**config.mk**
```make
export PLATFORM = sky130hd
export DESIGN_NAME = charger_control_sequencer_core
export DESIGN_NICKNAME = d
export VERILOG_FILES = /design/src/hdl/ccs_pkg.sv /design/src/hdl/ccs_step.sv /design/src/hdl/charger_control_sequencer_core.sv
export SDC_FILE = /design/constraint.sdc
export NUM_CORES = 1
export LEC_CHECK = 0
export ABC_AREA = 1
export BUFFER_PORTS_ARGS = -buffer_cell sky130_fd_sc_hd__buf_4
export CAP_MARGIN = 20
export CORE_AREA = 2 2 82 84
export DETAILED_ROUTE_END_ITERATION = 10
export DIE_AREA = 0 0 84 86
export GPL_ROUTABILITY_DRIVEN = 0
export PLACE_DENSITY = 0.65
export SYNTH_ARGS = -nofsm -noshare
export SYNTH_HDL_FRONTEND = slang
export SYNTH_SLANG_ARGS = --single-unit
```
**constraint.sdc**
```tcl
create_clock -name clk -period 2.1 [get_ports clk]
set_input_delay 0.105 -clock clk [delete_from_list [all_inputs] [get_ports clk]]
set_output_delay 0.105 -clock clk [all_outputs]
set_load 0.005 [all_outputs]
```
**src/hdl/ccs_pkg.sv**
```systemverilog
// Types and codes of the charger control sequencer.
`timescale 1ns / 1ps
package ccs_pkg;

  localparam int StateW = 4;
  localparam int CmdW   = 3;

  // sequencer states
  localparam logic [StateW-1:0] ST_ERROR       = 4'd0;
  localparam logic [StateW-1:0] ST_CLEAR_ERROR = 4'd1;
  localparam logic [StateW-1:0] ST_CLEAR_HVC   = 4'd2;
  localparam logic [StateW-1:0] ST_IDLE_HVC    = 4'd3;
  localparam logic [StateW-1:0] ST_STANDBY     = 4'd4;
  localparam logic [StateW-1:0] ST_CHARGE_REQ  = 4'd5;
  localparam logic [StateW-1:0] ST_CHARGE      = 4'd6;
  localparam logic [StateW-1:0] ST_SLOW_CHARGE = 4'd7;
  localparam logic [StateW-1:0] ST_SHUTDOWN    = 4'd8;

  // opcodes
  localparam logic OP_COMMAND = 1'b0;
  localparam logic OP_TICK    = 1'b1;

  // local requests
  localparam logic [CmdW-1:0] REQ_NONE  = 3'd0;
  localparam logic [CmdW-1:0] REQ_RESET = 3'd1;
  localparam logic [CmdW-1:0] REQ_SLOW  = 3'd2;
  localparam logic [CmdW-1:0] REQ_FAST  = 3'd3;
  localparam logic [CmdW-1:0] REQ_OFF   = 3'd4;

  // pack states
  localparam logic [2:0] PK_ERROR       = 3'd1;
  localparam logic [2:0] PK_CLEAR_ERROR = 3'd2;
  localparam logic [2:0] PK_STANDBY     = 3'd3;
  localparam logic [2:0] PK_TRICKLE     = 3'd4;
  localparam logic [2:0] PK_CONST_V     = 3'd5;
  localparam logic [2:0] PK_DISCHARGE   = 3'd6;

  // pack modes
  localparam logic [1:0] PM_ERROR  = 2'd0;
  localparam logic [1:0] PM_IDLE   = 2'd1;
  localparam logic [1:0] PM_CHARGE = 2'd2;

  // link commands
  localparam logic [1:0] LK_RESET = 2'd1;
  localparam logic [1:0] LK_RUN   = 2'd2;
  localparam logic [1:0] LK_IDLE  = 2'd3;

  typedef struct packed {
    logic            opcode;
    logic [CmdW-1:0] command;
    logic [2:0]      hvc_state;
    logic [1:0]      hvc_mode;
    logic [1:0]      link_command;
    logic [15:0]     charger_one_current;
    logic [15:0]     charger_two_current;
  } in_item_t;

  typedef struct packed {
    logic [StateW-1:0] current_state;
    logic [1:0]        hvc_mode_request;
    logic              charge_enable;
  } out_item_t;

  typedef struct packed {
    logic [StateW-1:0] mode_state;
    logic [CmdW-1:0]   pending_command;
  } seq_state_t;

endpackage

```
**src/hdl/ccs_step.sv**
```systemverilog
// Next-state and result decode for one sequencer transaction.
`timescale 1ns / 1ps
module ccs_step (
  input  ccs_pkg::in_item_t   item,
  input  ccs_pkg::seq_state_t cur,
  output ccs_pkg::seq_state_t nxt,
  output ccs_pkg::out_item_t  result
);

  logic [ccs_pkg::StateW-1:0] tick_state;
  logic                       pk_err;
  logic [ccs_pkg::CmdW-1:0]   req;

  assign pk_err = (item.hvc_state == ccs_pkg::PK_ERROR);
  assign req    = cur.pending_command;

  always_comb begin
    tick_state = cur.mode_state;
    case (cur.mode_state)
      ccs_pkg::ST_ERROR: begin
        if (req == ccs_pkg::REQ_RESET || item.link_command == ccs_pkg::LK_RESET)
          tick_state = ccs_pkg::ST_CLEAR_ERROR;
      end
      ccs_pkg::ST_CLEAR_ERROR: tick_state = ccs_pkg::ST_CLEAR_HVC;
      ccs_pkg::ST_CLEAR_HVC: begin
        if (item.hvc_state == ccs_pkg::PK_CLEAR_ERROR) tick_state = ccs_pkg::ST_IDLE_HVC;
      end
      ccs_pkg::ST_IDLE_HVC: begin
        if (pk_err) tick_state = ccs_pkg::ST_ERROR;
        else if (item.hvc_mode == ccs_pkg::PM_IDLE && item.hvc_state == ccs_pkg::PK_STANDBY)
          tick_state = ccs_pkg::ST_STANDBY;
      end
      ccs_pkg::ST_STANDBY: begin
        if (pk_err) tick_state = ccs_pkg::ST_ERROR;
        else if (req inside {ccs_pkg::REQ_SLOW, ccs_pkg::REQ_FAST} ||
                 item.link_command == ccs_pkg::LK_RUN)
          tick_state = ccs_pkg::ST_CHARGE_REQ;
      end
      ccs_pkg::ST_CHARGE_REQ: begin
        if (pk_err) tick_state = ccs_pkg::ST_ERROR;
        else if (item.hvc_state == ccs_pkg::PK_TRICKLE) tick_state = ccs_pkg::ST_CHARGE;
      end
      ccs_pkg::ST_CHARGE: begin
        if (pk_err) tick_state = ccs_pkg::ST_ERROR;
        else if (req == ccs_pkg::REQ_OFF || item.link_command == ccs_pkg::LK_IDLE)
          tick_state = ccs_pkg::ST_SHUTDOWN;
        else if (item.hvc_state == ccs_pkg::PK_CONST_V) tick_state = ccs_pkg::ST_SLOW_CHARGE;
      end
      ccs_pkg::ST_SLOW_CHARGE: begin
        if (pk_err) tick_state = ccs_pkg::ST_ERROR;
        else if (item.hvc_state inside {ccs_pkg::PK_DISCHARGE, ccs_pkg::PK_STANDBY} ||
                 req == ccs_pkg::REQ_OFF || item.link_command == ccs_pkg::LK_IDLE)
          tick_state = ccs_pkg::ST_STANDBY;
      end
      ccs_pkg::ST_SHUTDOWN: begin
        if (pk_err) tick_state = ccs_pkg::ST_ERROR;
        else if (item.charger_one_current == 16'd0 && item.charger_two_current == 16'd0)
          tick_state = ccs_pkg::ST_STANDBY;
      end
      default: tick_state = ccs_pkg::ST_ERROR;
    endcase
  end

  always_comb begin
    nxt = cur;
    if (item.opcode == ccs_pkg::OP_TICK) begin
      nxt.mode_state      = tick_state;
      nxt.pending_command = ccs_pkg::REQ_NONE;
    end else if (!(item.command == ccs_pkg::REQ_RESET &&
                   cur.mode_state != ccs_pkg::ST_ERROR)) begin
      nxt.pending_command = item.command;
    end
  end

  always_comb begin
    result.current_state = nxt.mode_state;
    result.charge_enable = (nxt.mode_state != ccs_pkg::ST_ERROR);
    case (nxt.mode_state)
      ccs_pkg::ST_CLEAR_HVC: result.hvc_mode_request = ccs_pkg::PM_ERROR;
      ccs_pkg::ST_CHARGE_REQ, ccs_pkg::ST_CHARGE, ccs_pkg::ST_SHUTDOWN:
        result.hvc_mode_request = ccs_pkg::PM_CHARGE;
      default: result.hvc_mode_request = ccs_pkg::PM_IDLE;
    endcase
  end

endmodule

```
**src/hdl/charger_control_sequencer_core.sv**
```systemverilog
// Charger control sequencer: input register, step decode, result register.
// Takes one transaction per cycle while in_stall is low. Each transaction
// is captured in an input register and decoded against the sequencer state
// in one pass. The result register loads when out_data is empty or taken, so
// the result passes the input and result registers before it shows on out_data.
// The state (sequencer state and pending local request) updates as the
// transaction moves into the result register. in_stall rises only when a
// transaction waits in the input register behind a stalled result.
`timescale 1ns / 1ps
module charger_control_sequencer_core (
  input  logic                clk,
  input  logic                rst,
  input  logic                in_valid,
  output logic                in_stall,
  input  ccs_pkg::in_item_t   in_data,
  output logic                out_valid,
  input  logic                out_stall,
  output ccs_pkg::out_item_t  out_data
);

  logic                 in_full;
  ccs_pkg::in_item_t    in_item;
  ccs_pkg::seq_state_t  seq;
  ccs_pkg::seq_state_t  seq_next;
  ccs_pkg::out_item_t   result;
  logic                 advance;

  assign advance  = !out_valid || !out_stall;
  assign in_stall = in_full && !advance;

  ccs_step u_step (
    .item   (in_item),
    .cur    (seq),
    .nxt    (seq_next),
    .result (result)
  );

  always_ff @(posedge clk) begin
    if (rst) begin
      in_full <= 1'b0;
    end else if (!in_stall) begin
      in_full <= in_valid;
    end
    if (!in_stall && in_valid) begin
      in_item <= in_data;
    end
  end

  always_ff @(posedge clk) begin
    if (rst) begin
      seq.mode_state      <= ccs_pkg::ST_CLEAR_ERROR;
      seq.pending_command <= ccs_pkg::REQ_NONE;
      out_valid           <= 1'b0;
    end else if (advance) begin
      out_valid <= in_full;
      if (in_full) begin
        seq <= seq_next;
      end
    end
    if (advance && in_full) begin
      out_data <= result;
    end
  end

endmodule

```
==> results.md <==
* Vias per inst at 4.51
* Maxcap violations at 0
* Final WL at 4930 um
* Max Fanout on Critical Path at 8
* Min cycle time layout at 1.85 ns
* Worst R2R Start: seq[3]
* Initial antenna violation count at 0
* Clk root buf: clkbuf_8
* Setup TNS at 0 ns
* First-pass GRT wire length at 8690 um
* Post-DR wirelength/cell at 11.6 um
* Reg2Reg Capture Point: out_data[1]
* Synthesized area at 2480 sq um
* HP Class: input port to flop
* Cell count after synthesis at 233
* Crit path from: seq[3]
* Slew margin rel. at 65.0%
* Pin count of the biggest net entering global routing at 44
* Post-route clock period utilization at 88.3%
* Via Count at 1916
* First-pass iteration count of the detailed router at 4
* Final setup viols at 0
* CTS Buf Count at 9
* Clock transition at path regs at 0.06 ns
* HPWL after DPL at 3140 um
* #FFs+latches synth at 59
* DRC violations left at 0
* Setup CP Type: flop to flop
* Mean cell area of the mapped netlist at 10.7 sq um
* Initial Util at 39.5%
* Min Hold Slack at 0.00953 ns
* Vias in the first global route at 2054
* Final Hold Fails at 0
* GRT overflow at 0
* Placed Cells at 364
* NumNets Final at 390
* Die Width at 84 um
* # H-tree levels at 3
* Final Max Slew Viols at 0
* Hold path startpoint: rst
* CORE AREA at 6280 sq um
* Non-filler cells, final at 425
* GRT Util Overall at 15.5%
* R2r setup slk at 0.25 ns
* Critical path capture point: out_data[1]
* N_diodes at 0
* Outcome: completed
* VDD IR max at 0.000486 V
* Slew at the pin closest to its max-slew limit at 0.525 ns
* Fin util at 58.4%
* Layout cells sized above 1 at 27.3%
* Clk_lat worst skew at 0.33 ns
* Worst Setup End Kind: flop
* Die area at 7220 sq um
* Max clock buf depth at 2
* Setup crit start kind: flop
* Lkg Pwr at 1.54 nW
* Distinct cell type count after synthesis at 27
* Io pins at 56
* Layout overhead on the synthesized area at 47.7%
* Synth Warn # at 0
* RSZ-0062 raised after global routing: false
* CTS sink count at 59
* CTS tree: built
* Syn Nets at 280
* Worst Path Required at 2.19 ns
* Fmax at 540 MHz
* Port Buffers at 55
* Chip height at 86 um
* Clock Skews at 0.00736 ns
* Pwr Density at 790 nW/um^2
* Reg2Reg Depth at 11
* Total power at 0.00290 W
* Seq/Total Area, Yosys at 67.7%
* Arrival @ worst endpoint at 1.94 ns
* Cell Rows at 29
* Post-route ant nets at 0
* Initial DRC count at 118
## synth_stat cells, drive strengths merged
cell | number | area [sq um]
edfxtp | 50 | 1500
nor2 | 49 | 201
nand2 | 43 | 184
inv | 29 | 109
nand3 | 18 | 100
a21oi | 11 | 58.8
dfxtp | 9 | 180
o21ai | 7 | 35.0
nand4 | 6 | 37.5
nor3 | 3 | 20.0
buf | 2 | 18.8
a211oi | 1 | 7.51
and3 | 1 | 6.26
clkbuf | 1 | 3.75
nor4 | 1 | 6.26
o22ai | 1 | 6.26
or2 | 1 | 6.26
## flip-flops by register name, summed over array words and instances, names as in the netlist
register	count
in_full	1
in_item	43
out_data	7
out_valid	1
seq	7
## how the worst min path moves through the flow
stage,endpoint,slack [ns],cells after the start
final,in_full,0.01,2
after global routing,seq[0],0.02,2
after CTS,in_full,0.007,2
after detailed placement,in_item[35],0.28,1
after global placement,in_item[2],0.28,1
after floorplan,in_item[0],0.20,0
## routing by layer
layer	GRT usage [%]	wire, um	up-vias
li1	-	-	1004
met1	17.1	2060	854
met2	27.6	2530	48
met3	3.85	221	10
met4	8.50	117	0
met5	0	0	-
## placed cells by master (no fill, tap or decap)
cell,netlist,layout
a211oi_1,1,1
a21oi_1,10,10
a21oi_2,1,1
and3_1,1,1
buf_4,1,59
bufinv_16,0,3
clkbuf_8,0,9
clkinv_1,0,3
clkinv_2,0,1
dfxtp_1,9,9
dlygate4sd3_1,0,43
edfxtp_1,50,50
inv_1,24,24
inv_2,5,5
nand2_1,36,36
nand2_2,6,6
nand2_4,1,1
nand3_1,16,16
nand3_2,2,2
nand4_1,6,6
nor2_1,44,43
nor2_2,4,5
nor2_4,1,1
nor3_1,2,1
nor3_2,1,2
nor4_1,1,1
o21ai_0,6,6
o21ai_1,1,1
o22ai_1,1,1
or2_0,1,1
## worst max-delay path: stages, from the launching register on
cell and delay (ns):
dfxtp_1 0.52, nor2_4 0.09, nand2_1 0.12, o21ai_1 0.08, nor2_1 0.10, nand2_1 0.07, a21oi_2 0.24, inv_1 0.11
nor2_1 0.10, nand2_1 0.07, nand3_2 0.07, nor2_2 0.03
## report_power, final
| part | internal (W) | switching, W | total [W] | leakage (nW) |
|---|---|---|---|---|
| registers | 0.00135 | 0.0000331 | 0.00138 | 0.560 |
| logic | 0.000172 | 0.000147 | 0.000319 | 0.862 |
| clock network | 0.000773 | 0.000421 | 0.00119 | 0.116 |
## through the flow
| stage | worst slack (ns) | cell area (sq um) |
|---|---|---|
| 2_1_floorplan | 0.288 | 2480 |
| 3_3_place_gp | 0.277 | 2980 |
| 3_5_place_dp | 0.261 | 2980 |
| 4_1_cts | 0.245 | 3640 |
| 5_1_grt | 0.00823 | 3670 |
| 6_report | 0.247 | 3670 |
## cells by family (layout without fill, tap and decap cells)
group	after synthesis	count (layout)	share of synthesized area, %
AND/OR/NAND/NOR	122	122	22.6
flip-flops	59	59	67.7
buffers and inverters	32	147	5.29
AO/OA/AOI/OAI	20	20	4.33
## what timing repair did
action                                 in CTS  in global routing
hold buffers                               43                  0
endpoints found under the hold margin      43                  0
setup endpoints to repair                   0                  1
gates resized for setup                     0                  2
setup buffers                               0                  2
## final cells by class
cell class	instances	area [sq um]
Sequential cell	59	1680
Clock buffer	9	124
Timing Repair Buffer	102	873
Clock inverter	7	106
Tap cell	77	96.3
Inverter	29	109
Fill cell	520	2610
Multi-Input combinational cell	142	677
Note: power is estimated with default switching activity, not from simulation.
